<file path="src/assert_macros.svh">
// assertion macros shared by the curve lookup modules
// expects i_clk and i_rst_n in the scope of every use
`ifndef ASSERT_MACROS_SVH
`define ASSERT_MACROS_SVH

// same-cycle implication, disabled while in reset
`define PLCL_ASSERT_NOW(lbl, ante, cons, msg) \
    lbl: assert property (@(posedge i_clk) disable iff (!i_rst_n) (ante) |-> (cons)) \
        else $error(msg);

// next-cycle implication, disabled while in reset
`define PLCL_ASSERT_NEXT(lbl, ante, cons, msg) \
    lbl: assert property (@(posedge i_clk) disable iff (!i_rst_n) (ante) |=> (cons)) \
        else $error(msg);

`endif

</file>
<file path="src/plcl_div.sv">
// restoring divider giving the q1.16 segment fraction, one quotient bit a cycle
// uses assert_macros.svh
`timescale 1ns / 1ps
`include "assert_macros.svh"

module plcl_div (
    input  logic        i_clk,
    input  logic        i_rst_n,
    input  logic        i_start,
    input  logic [15:0] i_num,
    input  logic [15:0] i_den,
    output logic        o_done,
    output logic [16:0] o_quot
);

    // quotient (num << 16) / den has 17 bits since num <= den
    localparam logic [4:0] LAST_STEP = 5'd16;

    logic        r_busy;
    logic [4:0]  r_cnt;
    logic [15:0] r_rem;
    logic [16:0] r_bits;
    logic [16:0] r_quot;
    logic [15:0] r_den;

    logic [16:0] trial;
    logic [16:0] trial_sub;
    logic        fits;

    // one compare and subtract per step
    assign trial     = {r_rem, r_bits[16]};
    assign trial_sub = trial - {1'b0, r_den};
    assign fits      = (trial >= {1'b0, r_den});

    always_ff @(posedge i_clk) begin
        if (!i_rst_n) begin
            r_busy <= 1'b0;
            r_cnt  <= '0;
        end else if (i_start) begin
            r_busy <= 1'b1;
            r_cnt  <= '0;
        end else if (r_busy) begin
            r_cnt <= r_cnt + 5'd1;
            if (r_cnt == LAST_STEP) begin
                r_busy <= 1'b0;
            end
        end
    end

    // datapath: remainder starts as the dividend's bits above the quotient range
    always_ff @(posedge i_clk) begin
        if (i_start) begin
            r_rem  <= {1'b0, i_num[15:1]};
            r_bits <= {i_num[0], 16'b0};
            r_den  <= i_den;
            r_quot <= '0;
        end else if (r_busy) begin
            r_rem  <= fits ? trial_sub[15:0] : trial[15:0];
            r_bits <= {r_bits[15:0], 1'b0};
            r_quot <= {r_quot[15:0], fits};
        end
    end

    assign o_done = r_busy && (r_cnt == LAST_STEP);
    assign o_quot = r_quot;

    // checks
    `PLCL_ASSERT_NOW(a_den_nonzero, i_start, i_den != 16'd0, "divide by zero started")
    `PLCL_ASSERT_NOW(a_num_in_range, i_start, i_num <= i_den, "fraction above one")
    `PLCL_ASSERT_NEXT(a_quot_max, o_done, r_quot <= 17'h10000, "quotient above one")

endmodule

</file>
<file path="config.mk">
export PLATFORM = sky130hd
export DESIGN_NAME = plcl_div
export DESIGN_NICKNAME = d
export VERILOG_FILES = /design/src/plcl_div.sv
export VERILOG_INCLUDE_DIRS = /design/src /design/src/src
export SDC_FILE = /design/constraint.sdc
export NUM_CORES = 1
export LEC_CHECK = 0
export ABC_CLOCK_PERIOD_IN_PS = 6600
export BUFFER_PORTS_ARGS = -buffer_cell sky130_fd_sc_hd__buf_2
export CORE_UTILIZATION = 55
export DETAILED_ROUTE_END_ITERATION = 10
export PLACE_DENSITY = 0.74
export SYNTH_ARGS = -nofsm -noshare
export SYNTH_HDL_FRONTEND = slang
export SYNTH_SLANG_ARGS = --single-unit
</file>
<file path="constraint.sdc">
create_clock -name i_clk -period 6.6 [get_ports i_clk]
set_input_delay 0.33 -clock i_clk [delete_from_list [all_inputs] [get_ports i_clk]]
set_output_delay 0.33 -clock i_clk [all_outputs]
set_load 0.01 [all_outputs]
</file>
== Word level (Yosys, flattened, before mapping) ==
Cells that the tools add are included.
Cells by class
  $add $sub $neg: 2
  order comparisons: 1
  equality and inequality tests: 1
  muxes and demuxes: 8
  bitwise operators: 1
  reductions and logical operators: 3
Operators with widths (count)
  2-to-1 mux 17 bit: 2
  2-to-1 mux 15 bit: 2
  greater-or-equal comparator 17 x 16 -> 1 bit: 1
  2-to-1 mux 16 bit: 1
  subtractor 16 bit: 1
  adder 5 x 1 -> 5 bit, second input constant: 1
  == test 5 bit, second input constant: 1
  2-to-1 mux 1 bit: 3
  nonzero test 2 bit: 1
  OR reduction 2 bit: 1
  logical AND 1 bit: 1
  inverter 1 bit: 1
Word-level totals
  flip-flop bits (word level): 56
  output and inout bits: 18

== Longest topological paths before layout ==
  depth after elaboration: 4
  gate-level depth with buffers: 10
  gate-level depth less buffers: 10

== Worst setup path before layout ==
No wires, ideal clock.
  path type: reg2reg
  start point: register r_bits[16]
  end point: register r_rem[12] (data pin)
  library setup time: 0.282 ns
  arrival: 2.055 ns
  data required time: 6.318 ns
  setup slack: 4.262 ns
  stages on the path, launching flop included: 11
  path buffers: 0
  clock period less this slack: 2.338 ns
  cell sequence: edfxtp_1 -> inv_1 -> ha_1 -> inv_1 -> fa_1 -> a211oi_1 -> o21ai_0 -> a31oi_1 -> o211ai_1 -> o2111ai_1 -> o311ai_0
Between the ends
  word-level cells in the longest chain between the ends: 4
RTL lines
  from (decl): RTL line plcl_div.sv:22  | logic [16:0] r_bits;
  from (signal assigned): RTL line plcl_div.sv:54  | r_bits <= {i_num[0], 16'b0};
  from (signal assigned): RTL line plcl_div.sv:59  | r_bits <= {r_bits[15:0], 1'b0};
  subtractor 16 bit / greater-or-equal comparator 17 x 16 -> 1 bit (equally long branches): RTL line plcl_div.sv:32, plcl_div.sv:33
  2-to-1 mux 16 bit (*): RTL line plcl_div.sv:58  | r_rem <= fits ? trial_sub[15:0] : trial[15:0];
  2-to-1 mux 15 bit (*): RTL line plcl_div.sv:57  | end else if (r_busy) begin
  2-to-1 mux 15 bit (*): RTL line plcl_div.sv:52  | if (i_start) begin
  to (signal assigned): RTL line plcl_div.sv:53  | r_rem <= {1'b0, i_num[15:1]};
  to (signal assigned): RTL line plcl_div.sv:58
  to (decl): RTL line plcl_div.sv:21  | logic [15:0] r_rem;
Mark *: on every way between the ends. The rest lies on a longest branch, timed or not. The select of a mux whose other input is x is not followed.
A chain may end at the register's enable or synchronous reset.

== Worst setup path after layout ==
  start point: register r_rem[7]
  end point: register r_rem[12] (data pin)
Between the ends
  word-level cells in the longest chain between the ends: 4
RTL lines (RTL line)
  subtractor 16 bit / greater-or-equal comparator 17 x 16 -> 1 bit (equally long branches): plcl_div.sv:32, plcl_div.sv:33
  2-to-1 mux 16 bit (*): plcl_div.sv:58
  2-to-1 mux 15 bit (*): plcl_div.sv:57
  2-to-1 mux 15 bit (*): plcl_div.sv:52
Marks and branches as above.

==> results_dict.tcl <==
set metrics [dict create \
    wirelength_mm 6.863 \
    seq_power_share_pct 39.4 \
    clock_power_share_pct 19.7 \
    insertion_delay_ns 0.31 \
    final_layout_size_suffix_gt1_share_pct 19.73 \
    port_buffers 52 \
    crit_path_end "r_rem[12]" \
    multi_input_area_um2 1583 \
    routed.top_layer "met4" \
    path_cells "ha_1 > a21oi_1 > o21ai_0 > nor2_1 > a211o_1 > nand2_1 > o311ai_0" \
    reg2reg_to "r_rem[12]" \
    cts_buffers 5 \
    synth_top_flop_cell "edfxtp_1" \
    post_cts_buffers 0 \
    clockRootBuffer "clkbuf_8" \
    clkTransAtPathRegs_ns 0.11 \
    stdcell_count 437 \
    finalCriticalPeriod_ns 2.914 \
    p_sw_share_pct 36.64 \
    met1Wirelength_mm 3.074 \
    grt_pass1_vias 2428 \
    clock-sinks 56 \
    r2r-start "r_rem[7]" \
    synth.largest_area_cell "edfxtp_1" \
    synth_top_area_share_pct 30.21 \
    reg2reg_slack_ns 3.69 \
    synthArstFlopShare_pct 0 \
    combPwrFrac_pct 40.8 \
    dr.first_iter.drc_count 189 \
    layout_commonest_cell "buf_2" \
    p_leak_nw 1.550 \
    crit_start "r_rem[7]" \
    max-cap-violations 0 \
    fp.dieH_um 78.05 \
    status "complete, no violations" \
    yosysSeqAreaShare_pct 45.32 \
    num-fill-cells 516 \
    postSynthCellCount 319 \
    wl_met3_um 324 \
    drtAntennaViolNets 0 \
    synth_seq_cells 56 \
    viasPerCell 5.744 \
    most-common-layout-cells "52 x buf_2, 37 x nor2_1, 32 x edfxtp_1, 24 x inv_1, 24 x dfxtp_1" \
    dpl_cell_area_um2 3480 \
    cts-htree-levels 2 \
    max_slew_margin_pct 47.68 \
    met2_length_mm 3.352 \
    fin_crit_sh_pct 44.15 \
    synthDistinctLibCells 53 \
    overflow 0 \
    areaGrowthSynthToFinish_pct 13.06 \
    die-area_um2 6091 \
    skew_ns 0.01354 \
    rr_worst_depth 7 \
    final_area_um2 3596 \
    place_inst 429 \
    power.density_nw_per_um2 312.9 \
    setup_tns_ns 0 \
    io_pins 53 \
    grt_max_degree 63 \
    synthTopCellsByArea "edfxtp_1 30%, dfxtp_1 15%, ha_1 7.1%" \
    seq_area_um2 1441 \
    synth_edf_count 32 \
    cts_buffer_depth 2 \
    core_area_um2 5540 \
    grt.total_usage_pct 23.24 \
    antenna_cells 0 \
    critical_path_class "flop to flop" \
    hold_viol 0 \
    fmax_ghz 0.3432 \
    drv_slew 0 \
    antenna_found_initial 0 \
    die_w_um 78.05 \
    internal_power_w 0.0007129 \
    drc_errors 0 \
    setup_violations 0 \
    hpwl_mm 4.815 \
    ys.warnings.count 0 \
    critPathMaxStageDelay_ns 0.47 \
    crit_arrival_ns 3.01 \
    crit_path_start_kind "flop" \
    p_sw_w 0.0004123 \
    rsz0062_at_grt "false" \
    routedWlPerCell_um 15.70 \
    start_util_pct 57.41 \
    crit_path_end_kind "flop" \
    synth_area_per_cell_um2 9.970 \
    ctsHoldBuffers 0 \
    setup_ws_ns 3.686 \
    syn_nets 373 \
    synthesis.area_um2 3181 \
    ctsResizeCount 0 \
    dp_worst_setup_slack_ns 3.809 \
    cts_tree "done" \
    fin_util_pct 64.91 \
    tightest_slew_ns 0.7829 \
    crit_fanout 12 \
    critical_path_required_ns 6.69 \
    drt-pass1-iter-count 4 \
    vdd_ir_drop_max_v 0.0001396 \
    worstHoldPathType "input pin to flop" \
    critical-path-slowest-cell "a211o_1" \
    nNetsFinal 418 \
    gp_congestion 0.9118 \
    vias 2510 \
    grt_pass1_wl_mm 11.16 \
    rows 27 \
]
[routing by layer]
layer | vias up | GRT usage (%)
met5 | - | 0
met1 | 1178 | 30.12
li1 | 1255 | -
met4 | 0 | 8.148
met2 | 66 | 39.39
met3 | 11 | 3.605
[state kept, by name, summed over array words and instances, names as in the netlist]
register,count
o_quot,17
r_den,16
r_bits,1
r_rem,16
r_busy,1
r_cnt,5
[critical path, delay by kind of cell (launching register included)]
family / cells / cell delay (ns)
AND/OR/NAND/NOR: 2 / 0.53
flip-flops: 1 / 0.41
adder cells (fa/ha/maj): 1 / 0.41
AO/OA/AOI/OAI: 4 / 1.34
[cells in the mapped netlist (3+ instances only)]
master	n
mux2i_1	17
nor3_1	3
a211oi_1	4
clkbuf_1	7
xnor2_1	6
a21o_1	7
o21ai_0	9
ha_1	18
dfxtp_1	24
nor2_1	37
and2_1	3
a31oi_1	6
xor2_1	8
nand4_1	9
buf_2	5
and3_1	3
nand2_1	23
a21oi_1	16
o31ai_1	3
edfxtp_1	32
o311ai_1	5
o211ai_1	4
inv_1	24
nand3_1	5
buf_1	4
[power by group through the flow]
stage	sequential, W	clock, W	combinational, W
floorplan	0.000444	0	0.000357
global placement	0.000448	0	0.000444
detailed placement	0.000452	0	0.000454
CTS	0.000443	0.000228	0.000456
global route	0.000447	0.000238	0.000502
finish	0.000444	0.000222	0.000459
[stage by stage]
stage	hold WS [ns]	power, W
floorplan	0.4289	0.0008010
global placement	0.4748	0.0008918
detailed placement	0.4853	0.0009059
CTS	0.1780	0.001128
global route	0.1755	0.001187
finish	0.1831	0.001125
[logic make-up (layout without fill, tap and decap cells)]
logic type	after synthesis	in the layout	share of synthesized area (%)
AO/OA/AOI/OAI	79	79	18.96
XOR/XNOR	14	14	3.855
adder cells (fa/ha/maj)	19	19	7.711
buffers and inverters	40	86	4.917
flip-flops	56	56	45.32
multiplexers	18	18	5.704
AND/OR/NAND/NOR	93	93	13.53
[layout make-up]
cell class | count | share of cell area [%]
inverters | 24 | 2.505
clock buffers | 7 | 2.992
flip-flops and latches | 56 | 40.08
clock inverters | 1 | 0.2436
well taps | 72 | 2.505
multi-input cells | 223 | 44.02
repair buffers | 54 | 7.655
[how the worst min path moves through the flow]
| stage | start | to | slack (ns) | cells after the start |
|---|---|---|---|---|
| CTS | i_den[0] | r_den[0] | 0.18 | 1 |
| global placement | o_quot[16] | o_quot[16] | 0.47 | 2 |
| global route | i_den[1] | r_den[1] | 0.18 | 1 |
| finish | i_den[5] | r_den[5] | 0.18 | 1 |
| detailed placement | o_quot[16] | o_quot[16] | 0.49 | 2 |
| floorplan | i_den[0] | r_den[0] | 0.43 | 0 |
Note: power is estimated with default switching activity, not from simulation.
