**src/assert_macros.svh**
```systemverilog
// assertion macros shared by the curve lookup modules
// expects i_clk and i_rst_n in the scope of every use
`ifndef ASSERT_MACROS_SVH
`define ASSERT_MACROS_SVH

// same-cycle implication, disabled while in reset
`define PLCL_ASSERT_NOW(lbl, ante, cons, msg) \
    lbl: assert property (@(posedge i_clk) disable iff (!i_rst_n) (ante) |-> (cons)) \
        else $error(msg);

// next-cycle implication, disabled while in reset
`define PLCL_ASSERT_NEXT(lbl, ante, cons, msg) \
    lbl: assert property (@(posedge i_clk) disable iff (!i_rst_n) (ante) |=> (cons)) \
        else $error(msg);

`endif

```
**src/plcl_ram.sv**
```systemverilog
// generic single-write, single-read ram with registered read data
// no dependencies
`timescale 1ns / 1ps

module plcl_ram #(
    parameter int WIDTH = 16,
    parameter int DEPTH = 16
) (
    input  logic                     i_clk,
    input  logic                     i_we,
    input  logic [$clog2(DEPTH)-1:0] i_waddr,
    input  logic [WIDTH-1:0]         i_wdata,
    input  logic [$clog2(DEPTH)-1:0] i_raddr,
    output logic [WIDTH-1:0]         o_rdata
);

    logic [WIDTH-1:0] r_mem [DEPTH];
    logic [WIDTH-1:0] r_rdata;

    // write port and registered read port
    always_ff @(posedge i_clk) begin
        if (i_we) begin
            r_mem[i_waddr] <= i_wdata;
        end
        r_rdata <= r_mem[i_raddr];
    end

    assign o_rdata = r_rdata;

endmodule

```
**config.mk**
```make
export PLATFORM = sky130hd
export DESIGN_NAME = plcl_ram
export DESIGN_NICKNAME = d
export VERILOG_FILES = /design/src/assert_macros.svh /design/src/plcl_ram.sv
export SDC_FILE = /design/constraint.sdc
export NUM_CORES = 1
export LEC_CHECK = 0
export ABC_AREA = 0
export BUFFER_PORTS_ARGS = -buffer_cell sky130_fd_sc_hd__buf_4
export CAP_MARGIN = 5
export CORE_UTILIZATION = 40
export DETAILED_ROUTE_END_ITERATION = 12
export GPL_ROUTABILITY_DRIVEN = 0
export SYNTH_ARGS = -nofsm -noshare
export SYNTH_HDL_FRONTEND = slang
export SYNTH_SLANG_ARGS = --single-unit
```
**constraint.sdc**
```tcl
create_clock -name i_clk -period 3.6 [get_ports i_clk]
set_input_delay 0.36 -clock i_clk [delete_from_list [all_inputs] [get_ports i_clk]]
set_output_delay 0.36 -clock i_clk [all_outputs]
set_load 0.05 [all_outputs]
```
* Word-level counts from Yosys, hierarchy flattened
Memory sizes are Yosys's and may differ from the RTL's. A register that Yosys moved wholly into a read port is not among the register bits.
Cells that the tools add are included.
** Cells by class
- Mux-type cells :: 2
** Operators by type and width (count)
- two-way mux 1 bit :: 2
** Word-level totals
- RAM bits :: 256
- Logic and storage cells :: 3
- Memories :: 1
- Output and inout bits :: 16
- Bits in registers :: 0
** Memories
- r_mem :: words 16, width 16, read ports 1, clocked after Yosys merged registers in 1, wr ports 1, RTL line plcl_ram.sv:17 : logic [WIDTH-1:0] r_mem [DEPTH];

* Depth between registers and ports, before layout
Gate-level depths: netlist of run 1.
- Depth in word-level cells :: 2
- Gate-level depth with buffers :: 5
- Gate-level depth less buffers :: 3

* Worst setup path before layout of run 1
No wires, ideal clock.
- Kind :: input -> register
- From :: in i_waddr[2]
- To :: mem r_mem[0][0], enable pin
- Library setup time :: 409 ps
- Cell stages on the path :: 2
- Path slack :: 1185 ps
- Data required time :: 3191 ps
- Arrival :: 2006 ps
- Cell sequence :: or3b_2 nor3_1
** RTL lines
- start: declaration :: RTL line plcl_ram.sv:11 : input logic [$clog2(DEPTH)-1:0] i_waddr,
- end: declaration :: RTL line plcl_ram.sv:17
No word-level cell before the write port.

==> results.cfg, run 1 <==
[run_status]
status = finished, final reports clean

[grt]
met2_usage_pct = 29.6
grt_use_total_pct = 17.3
gr-max-usage-layer = met2
grt_pass1_vias = 4832
grt_antenna_before_repair = 0
grt_max_degree = 65
met1_usage_pct = 23.0
use_met3_pct = 3.02
grt_pass1_wl_um = 31900
grt_overflow = 0

[critical_path]
reg2reg_from = r_mem[2][5]
path_class = input pin to flip-flop
critPathArrivalTime_ns = 2.02
worstSetupStartpoint = i_raddr[0]
crit_path_start_kind = input pin
end_kind = flip-flop
cp_max_fo = 24
worstPathRequired_ns = 4.03

[clocking]
root_buffer = clkbuf_16
worstSkewPairLatency_ns = 0.54
cts-htree-levels = 1
cts_inserted_buffers = 28
cts_hold_buffers = 0
postCtsSetupRepairBufs = 0
clkTransAtPathRegs_ns = 0.06
ctsResizeCount = 0
clock-sinks = 272
clock_path_buffers = 3
cts_tree = yes

[final_layout]
drive_gt1_share_pct = 32.4
instances_no_fill = 848
layout_commonest_cell = edfxtp_1
design_area_um2 = 11700
syn2layout_area_growth_pct = 16.8
layout_common_cells = edfxtp_1, buf_4, mux4_2
antenna_cells = 0
nets = 529
final_util_pct = 47.9

[logic_synthesis]
synth-seq-area-share_pct = 79.7
synth_area_um2 = 10000
netlist_instances = 432
syn_area_per_cell_um2 = 23.2
synth_warnings = 0
synth_cell_types = 19
syn-num-nets = 458
ys_ff_latch = 272

[run]
max_cap_viol_count = 0

[floorplan]
io_pins = 42
fp.dieW_um = 160
core_um2 = 24500
num_rows = 57
start_util_pct = 41.1
die_area_um2 = 25700
die_h_um = 160

[sta]
layout_min_cycle_time_ns = 1.60
setup_tns_ns = 0
rsz0062_at_grt = false
fmax_mhz = 626
max_slew_margin_pct = 29.2
period_share_pct = 44.3
clock_skew_ns = 0.00967
setup_viol = 0
worstMarginPinSlew_ns = 1.06
hold_viol = 0
report.final.slew_viol_count = 0

[pwr]
p_leak_nw = 3.81
cellPowerDensity_nw_per_um2 = 570
irDropWorstVdd_mv = 0.308

[min_path]
hold_start = i_wdata[6]
hp-class = input pin to flip-flop

[route]
totalWireLength_um = 21400
drtIter0Drc = 445
drt_first_pass_iters = 4
vias_per_cell = 5.48
drc = 0
ant_nets = 0
wire_per_inst_um = 25.2
vias = 4649

[placement]
dp_hpwl_um = 11000
dp.cells = 797
place_area_um2 = 10900
portBuffers = 41
## synth_stat cells
master    number  area share, %
a22oi_1       32            2.4
and2_1         1          0.062
buf_1          3           0.11
buf_2          3           0.15
buf_4          3           0.22
buf_6          4           0.45
clkbuf_1       8           0.30
dfxtp_1       16            3.2
edfxtp_1     256             77
mux4_1        10            2.6
mux4_2        54             12
nand2_1       17           0.64
nand2b_1       2           0.12
nand3_1        1          0.050
nand3b_1       2           0.15
nor2_1        13           0.49
nor2b_1        2           0.12
nor3_1         4           0.20
or3b_2         1          0.087
## per-stage QoR
stage | hold slack (ns) | power (W) | worst slack (ns)
global route | 0.107 | 0.00689 | 1.87
finish | 0.110 | 0.00668 | 2.00
floorplan | 0.459 | 0.00387 | 1.18
CTS | 0.0925 | 0.00675 | 1.96
global placement | 0.642 | 0.00402 | 1.40
detailed placement | 0.663 | 0.00404 | 1.37
## path summary, 6_finish.rpt
path	slack, ns	depth (start not counted)	end
max	2.00	5	o_rdata[9]
min	0.11	1	r_mem[9][6]
max reg2reg	2.33	3	o_rdata[5]
min reg2reg	0.67	3	o_rdata[15]
## kinds of logic after synthesis
logic type | after synthesis | share of synthesized area (%)
AO/OA/AOI/OAI | 32 | 2.39
multiplexers | 64 | 14.7
buffers and inverters | 21 | 1.23
flip-flops | 272 | 79.7
AND/OR/NAND/NOR | 43 | 1.92
## area by class of cell
class	instances	area (µm²)
Fill cell	1984	12700
Sequential cell	272	8010
Multi-Input combinational cell	139	1960
Clock buffer	42	793
Timing Repair Buffer	62	478
Tap cell	324	405
Clock inverter	9	80.1
## per-layer routing
metal / share of wire (%) / wire, µm
met1: 41 / 8860
met2: 52 / 11000
met3: 5.1 / 1090
met4: 2.0 / 423
met5: 0 / 0
## report_power, final
part	internal, W	leakage [nW]	switching, W
Clock	0.00159	0.425	0.00113
Combinational	0.000151	0.935	0.000249
Sequential	0.00354	2.45	0.0000215
Total	0.00528	3.81	0.00140
## critical path, cell delays in order
cell	delay [ns]
buf_4	0.40
buf_4	0.37
mux4_1	0.60
a22oi_1	0.20
nand2_1	0.07
## flip-flops by register name, summed over array words and instances, names as in the netlist
name and cells:
o_rdata 16, r_mem 256
No activity file was read; power rests on OpenSTA's default activity.
==> run 2: changes to the inputs <==
- clock period: 3.6 -> 1.6 ns (I/O delays scaled with it)
==> run 2 against run 1 <==
Effect of this change: combinational power is 150% higher; critical endpoint is now o_rdata[8]; critical path type is now flip-flop to output pin; via count decreased by 0.47%; design area rose by 4.6%; largest cell class unchanged; clock power up 130%; routed wire length decreased by 5.0%; sequential cell count unchanged; sequential power grew 130%; total power grew 130%.
==> results.cfg, run 2 (synthesized netlist as in run 1, its figures left out) <==
[floorplan]
io_pins = 42
fp.dieW_um = 160
core_um2 = 24500
die_area_um2 = 25700
die_h_um = 160
start_util_pct = 41.1
num_rows = 57

[final_layout]
layout_common_cells = edfxtp_1, mux4_2, buf_4
nets = 556
drive_gt1_share_pct = 33.4
instances_no_fill = 875
layout_commonest_cell = edfxtp_1
largest_reg_flops = 256
top_register = r_mem
antenna_cells = 0
syn2layout_area_growth_pct = 22.1

[sta]
period_share_pct = 81.3
setup_viol = 0
report.final.slew_viol_count = 0
hold_viol = 0
clock_skew_ns = 0.00617
layout_min_cycle_time_ns = 1.30
holdWs_ns = 0.212
max_slew_margin_pct = 79.5
worstMarginPinSlew_ns = 0.306
fmax_mhz = 769
rsz0062_at_grt = false

[clocking]
cts_tree = yes
worstSkewPairLatency_ns = 0.52
cts_inserted_buffers = 28
root_buffer = clkbuf_16
cts-htree-levels = 1
clock-sinks = 272
postCtsSetupRepairBufs = 0
clkTransAtPathRegs_ns = 0.06
clock_path_buffers = 3

[critical_path]
end_kind = output pin
crit_path_start_kind = flip-flop
cp_max_fo = 1
rr_endpoint = o_rdata[10]
rr_worst_depth = 3
r2r_slack_ns = 0.32
cp_slowest_stage_delay_ns = 0.39
reg2reg_from = r_mem[1][10]
crit_slowest_cell = dfxtp_1
worstPathRequired_ns = 1.44
critPathArrivalTime_ns = 1.14
worstPathBufferInverterCount = 1
crit_chain = buf_4
crit_family = flip-flops
path_class = flip-flop to output pin

[placement]
dp.cells = 808
dp_hpwl_um = 11400
portBuffers = 41

[route]
vias_per_cell = 5.29
drt_first_pass_iters = 4
drtIter0Drc = 321
vias = 4627
wire_per_inst_um = 23.2
drc = 0
ant_nets = 0
totalWireLength_um = 20300

[pwr]
p_leak_nw = 4.02
irDropWorstVdd_mv = 0.772
comb_power_share_pct = 6.4
power.total_w = 0.0153
p_clk_share_pct = 41.3
cellPowerDensity_nw_per_um2 = 1250
p_int_w = 0.0122
switchingPower_w = 0.00310
p_sw_share_pct = 20.2
seq_power_share_pct = 52.3

[grt]
grt_pass1_vias = 4909
grt_overflow = 0
grt_antenna_before_repair = 0
grt_use_total_pct = 16.3
grt_pass1_wl_um = 30700
grt_max_degree = 25

[run]
max_cap_viol_count = 0

[min_path]
min_to = r_mem[0][11]
hold_start = i_waddr[0]
hold_depth = 3
hp-class = input pin to flip-flop

[run_status]
status = finished, final reports clean
-- run 2: how the worst max path moves through the flow --
stage	start	endpoint	cells past startpoint
final	o_rdata[8]	o_rdata[8]	1
after global routing	r_mem[2][2]	o_rdata[2]	3
after CTS	o_rdata[8]	o_rdata[8]	1
after detailed placement	i_waddr[2]	r_mem[0][3]	4
after global placement	i_raddr[0]	o_rdata[12]	5
after floorplan	i_waddr[2]	r_mem[1][0]	2
-- run 2: layout make-up --
| class | instances | area, µm² |
|---|---|---|
| Multi-Input combinational cell | 139 | 1990 |
| Fill cell | 1939 | 12200 |
| Tap cell | 324 | 405 |
| Timing Repair Buffer | 89 | 946 |
| Clock buffer | 36 | 772 |
| Clock inverter | 15 | 145 |
| Sequential cell | 272 | 8010 |
-- run 2: per-stage QoR --
stage               setup TNS [ns]  util [%]  setup WS (ns)  instance area, µm²
finish                           0      50.1          0.300               12300
global route                     0      50.1          0.244               12300
CTS                              0      50.1          0.293               12300
detailed placement               0      45.7         0.0461               11200
global placement                 0      45.7         0.0487               11200
floorplan                    -9.36         -         -0.195               10100
-- run 2: timing repair --
action                    in CTS  in global routing
hold buffers                  16                  0
hold endpoints to repair     256                  0
gates resized for setup        0                  0
-- run 2: power by group through the flow --
stage	Clock, W	Sequential (W)	Combinational, W
2_1_floorplan	0	0.00832	0.000390
3_3_place_gp	0	0.00816	0.000949
3_5_place_dp	0	0.00816	0.000968
4_1_cts	0.00646	0.00801	0.00100
5_1_grt	0.00672	0.00802	0.00105
6_report	0.00634	0.00801	0.000982
-- run 2: per-layer routing --
metal	GRT usage [%]	vias up	wire [µm]
met5	0	-	0
met3	2.30	35	1300
li1	-	2039	-
met2	24.8	152	9490
met1	24.4	2401	9060
met4	5.45	0	465
==> run 3: changes to the inputs <==
- clock period: 1.6 -> 1.3 ns (I/O delays scaled with it)
==> run 3 against run 2 <==
Effect of this change: worst setup slack worse by 0.28 ns; register-to-register slack worse by 0.30 ns; count of clock-buffer cells in the layout unchanged; clock skew about the same; critical path depth up 2; largest cell class unchanged; die area unchanged; cell count up 0.46%; largest power group unchanged.
==> results.cfg, run 3 (synthesized netlist as in run 1, its figures left out) <==
[sta]
clock_skew_ns = 0.00601
rsz0062_at_grt = true
setup_viol = 0
hold_viol = 0
max_slew_margin_pct = 77.9
layout_min_cycle_time_ns = 1.28
worstMarginPinSlew_ns = 0.331
setup_tns_ns = 0
fmax_mhz = 782
report.final.slew_viol_count = 0
period_share_pct = 98.4

[clocking]
cts-htree-levels = 1
root_buffer = clkbuf_16
clock_path_buffers = 3
clock-sinks = 272
cts_tree = yes
cts_inserted_buffers = 28
clkTransAtPathRegs_ns = 0.06
worstSkewPairLatency_ns = 0.52

[critical_path]
cp_max_fo = 1
crit_slowest_cell = mux4_2
cp_slowest_stage_delay_ns = 0.50
worstSetupStartpoint = r_mem[3][11]
reg2reg_from = r_mem[3][11]
end_kind = flip-flop
worstPathRequired_ns = 1.71
crit_path_start_kind = flip-flop
path_class = flip-flop to flip-flop
critPathArrivalTime_ns = 1.69
crit_family = multiplexers
worstPathBufferInverterCount = 0
crit_chain = mux4_2 -> a22oi_2 -> nand2_1

[route]
drc = 0
drt_first_pass_iters = 5
totalWireLength_um = 21200
ant_nets = 0
wire_per_inst_um = 24.1
vias = 4813
drtIter0Drc = 500
vias_per_cell = 5.48

[floorplan]
die_h_um = 160
start_util_pct = 41.1
fp.dieW_um = 160
num_rows = 57
core_um2 = 24500
io_pins = 42
die_area_um2 = 25700

[run_status]
status = finished, final reports clean

[final_layout]
nets = 560
antenna_cells = 0
syn2layout_area_growth_pct = 23.5
largest_reg_flops = 256
top_register = r_mem
layout_common_cells = edfxtp_1, mux4_2, buf_4
drive_gt1_share_pct = 36.8
instances_no_fill = 879
layout_commonest_cell = edfxtp_1

[grt]
grt_pass1_vias = 5022
grt_pass1_wl_um = 31700
grt_max_degree = 21
grt_antenna_before_repair = 0
grt_use_total_pct = 16.9
grt_overflow = 0

[placement]
dp_hpwl_um = 11300
portBuffers = 41
dp.cells = 812

[pwr]
cellPowerDensity_nw_per_um2 = 1520
irDropWorstVdd_mv = 0.780
p_leak_nw = 4.05

[run]
max_cap_viol_count = 0

[min_path]
hold_start = i_raddr[3]
hp-class = input pin to flip-flop
[run 3: worst paths after layout]
path | end | cells after the start | slack [ns]
worst max-delay path | o_rdata[11] | 3 | 0.02
worst min-delay path | o_rdata[13] | 5 | 0.22
worst max register to register | o_rdata[11] | 3 | 0.02
worst min register to register | o_rdata[13] | 3 | 0.67
[run 3: worst register-to-register path, stage by stage, from the launching register on]
cell,delay [ns]
edfxtp_1,0.40
mux4_2,0.50
a22oi_2,0.21
nand2_1,0.07
[run 3: final cells by class]
cell class / instances / area (µm²)
clock buffers: 36 / 792
clock inverters: 15 / 119
fillers: 1887 / 12100
multi-input cells: 139 / 2040
flip-flops and latches: 272 / 8010
well taps: 324 / 405
repair buffers: 93 / 1040
[run 3: timing repair]
action,in CTS,in global routing
endpoints found under the hold margin,256,0
resized for setup,3,12
pin swaps,2,3
setup endpoints to repair,2,9
setup buffers,0,0
hold buffers,16,0
[run 3: per-layer routing]
layer  part of all wire, %  global-route usage [%]  wire length, µm
met1                    46                    25.8             9830
met3                   6.2                    2.97             1310
met5                     0                       0                0
met4                   1.3                    3.33              267
met2                    46                    25.6             9790
[run 3: report_power, final]
group / total [W] / internal [W] / switching, W / leakage, nW
Sequential: 0.00986 / 0.00980 / 0.0000619 / 2.45
Combinational: 0.00127 / 0.000535 / 0.000730 / 1.15
Clock: 0.00775 / 0.00466 / 0.00310 / 0.449
Total: 0.0189 / 0.0150 / 0.00389 / 4.05
[run 3: metrics by stage]
| stage | instance area [µm²] | worst slack [ns] | power (W) | hold WS [ns] | util [%] |
|---|---|---|---|---|---|
| final | 12400 | 0.0210 | 0.0189 | 0.216 | 50.7 |
| after global routing | 12400 | -0.00323 | 0.0195 | 0.221 | 50.7 |
| after detailed placement | 11300 | -0.234 | 0.0113 | 0.430 | 46.2 |
| after floorplan | 10100 | -0.164 | 0.0107 | 0.229 | - |
| after CTS | 12400 | 0.00370 | 0.0190 | 0.192 | 50.6 |
| after global placement | 11300 | -0.230 | 0.0112 | 0.417 | 46.2 |
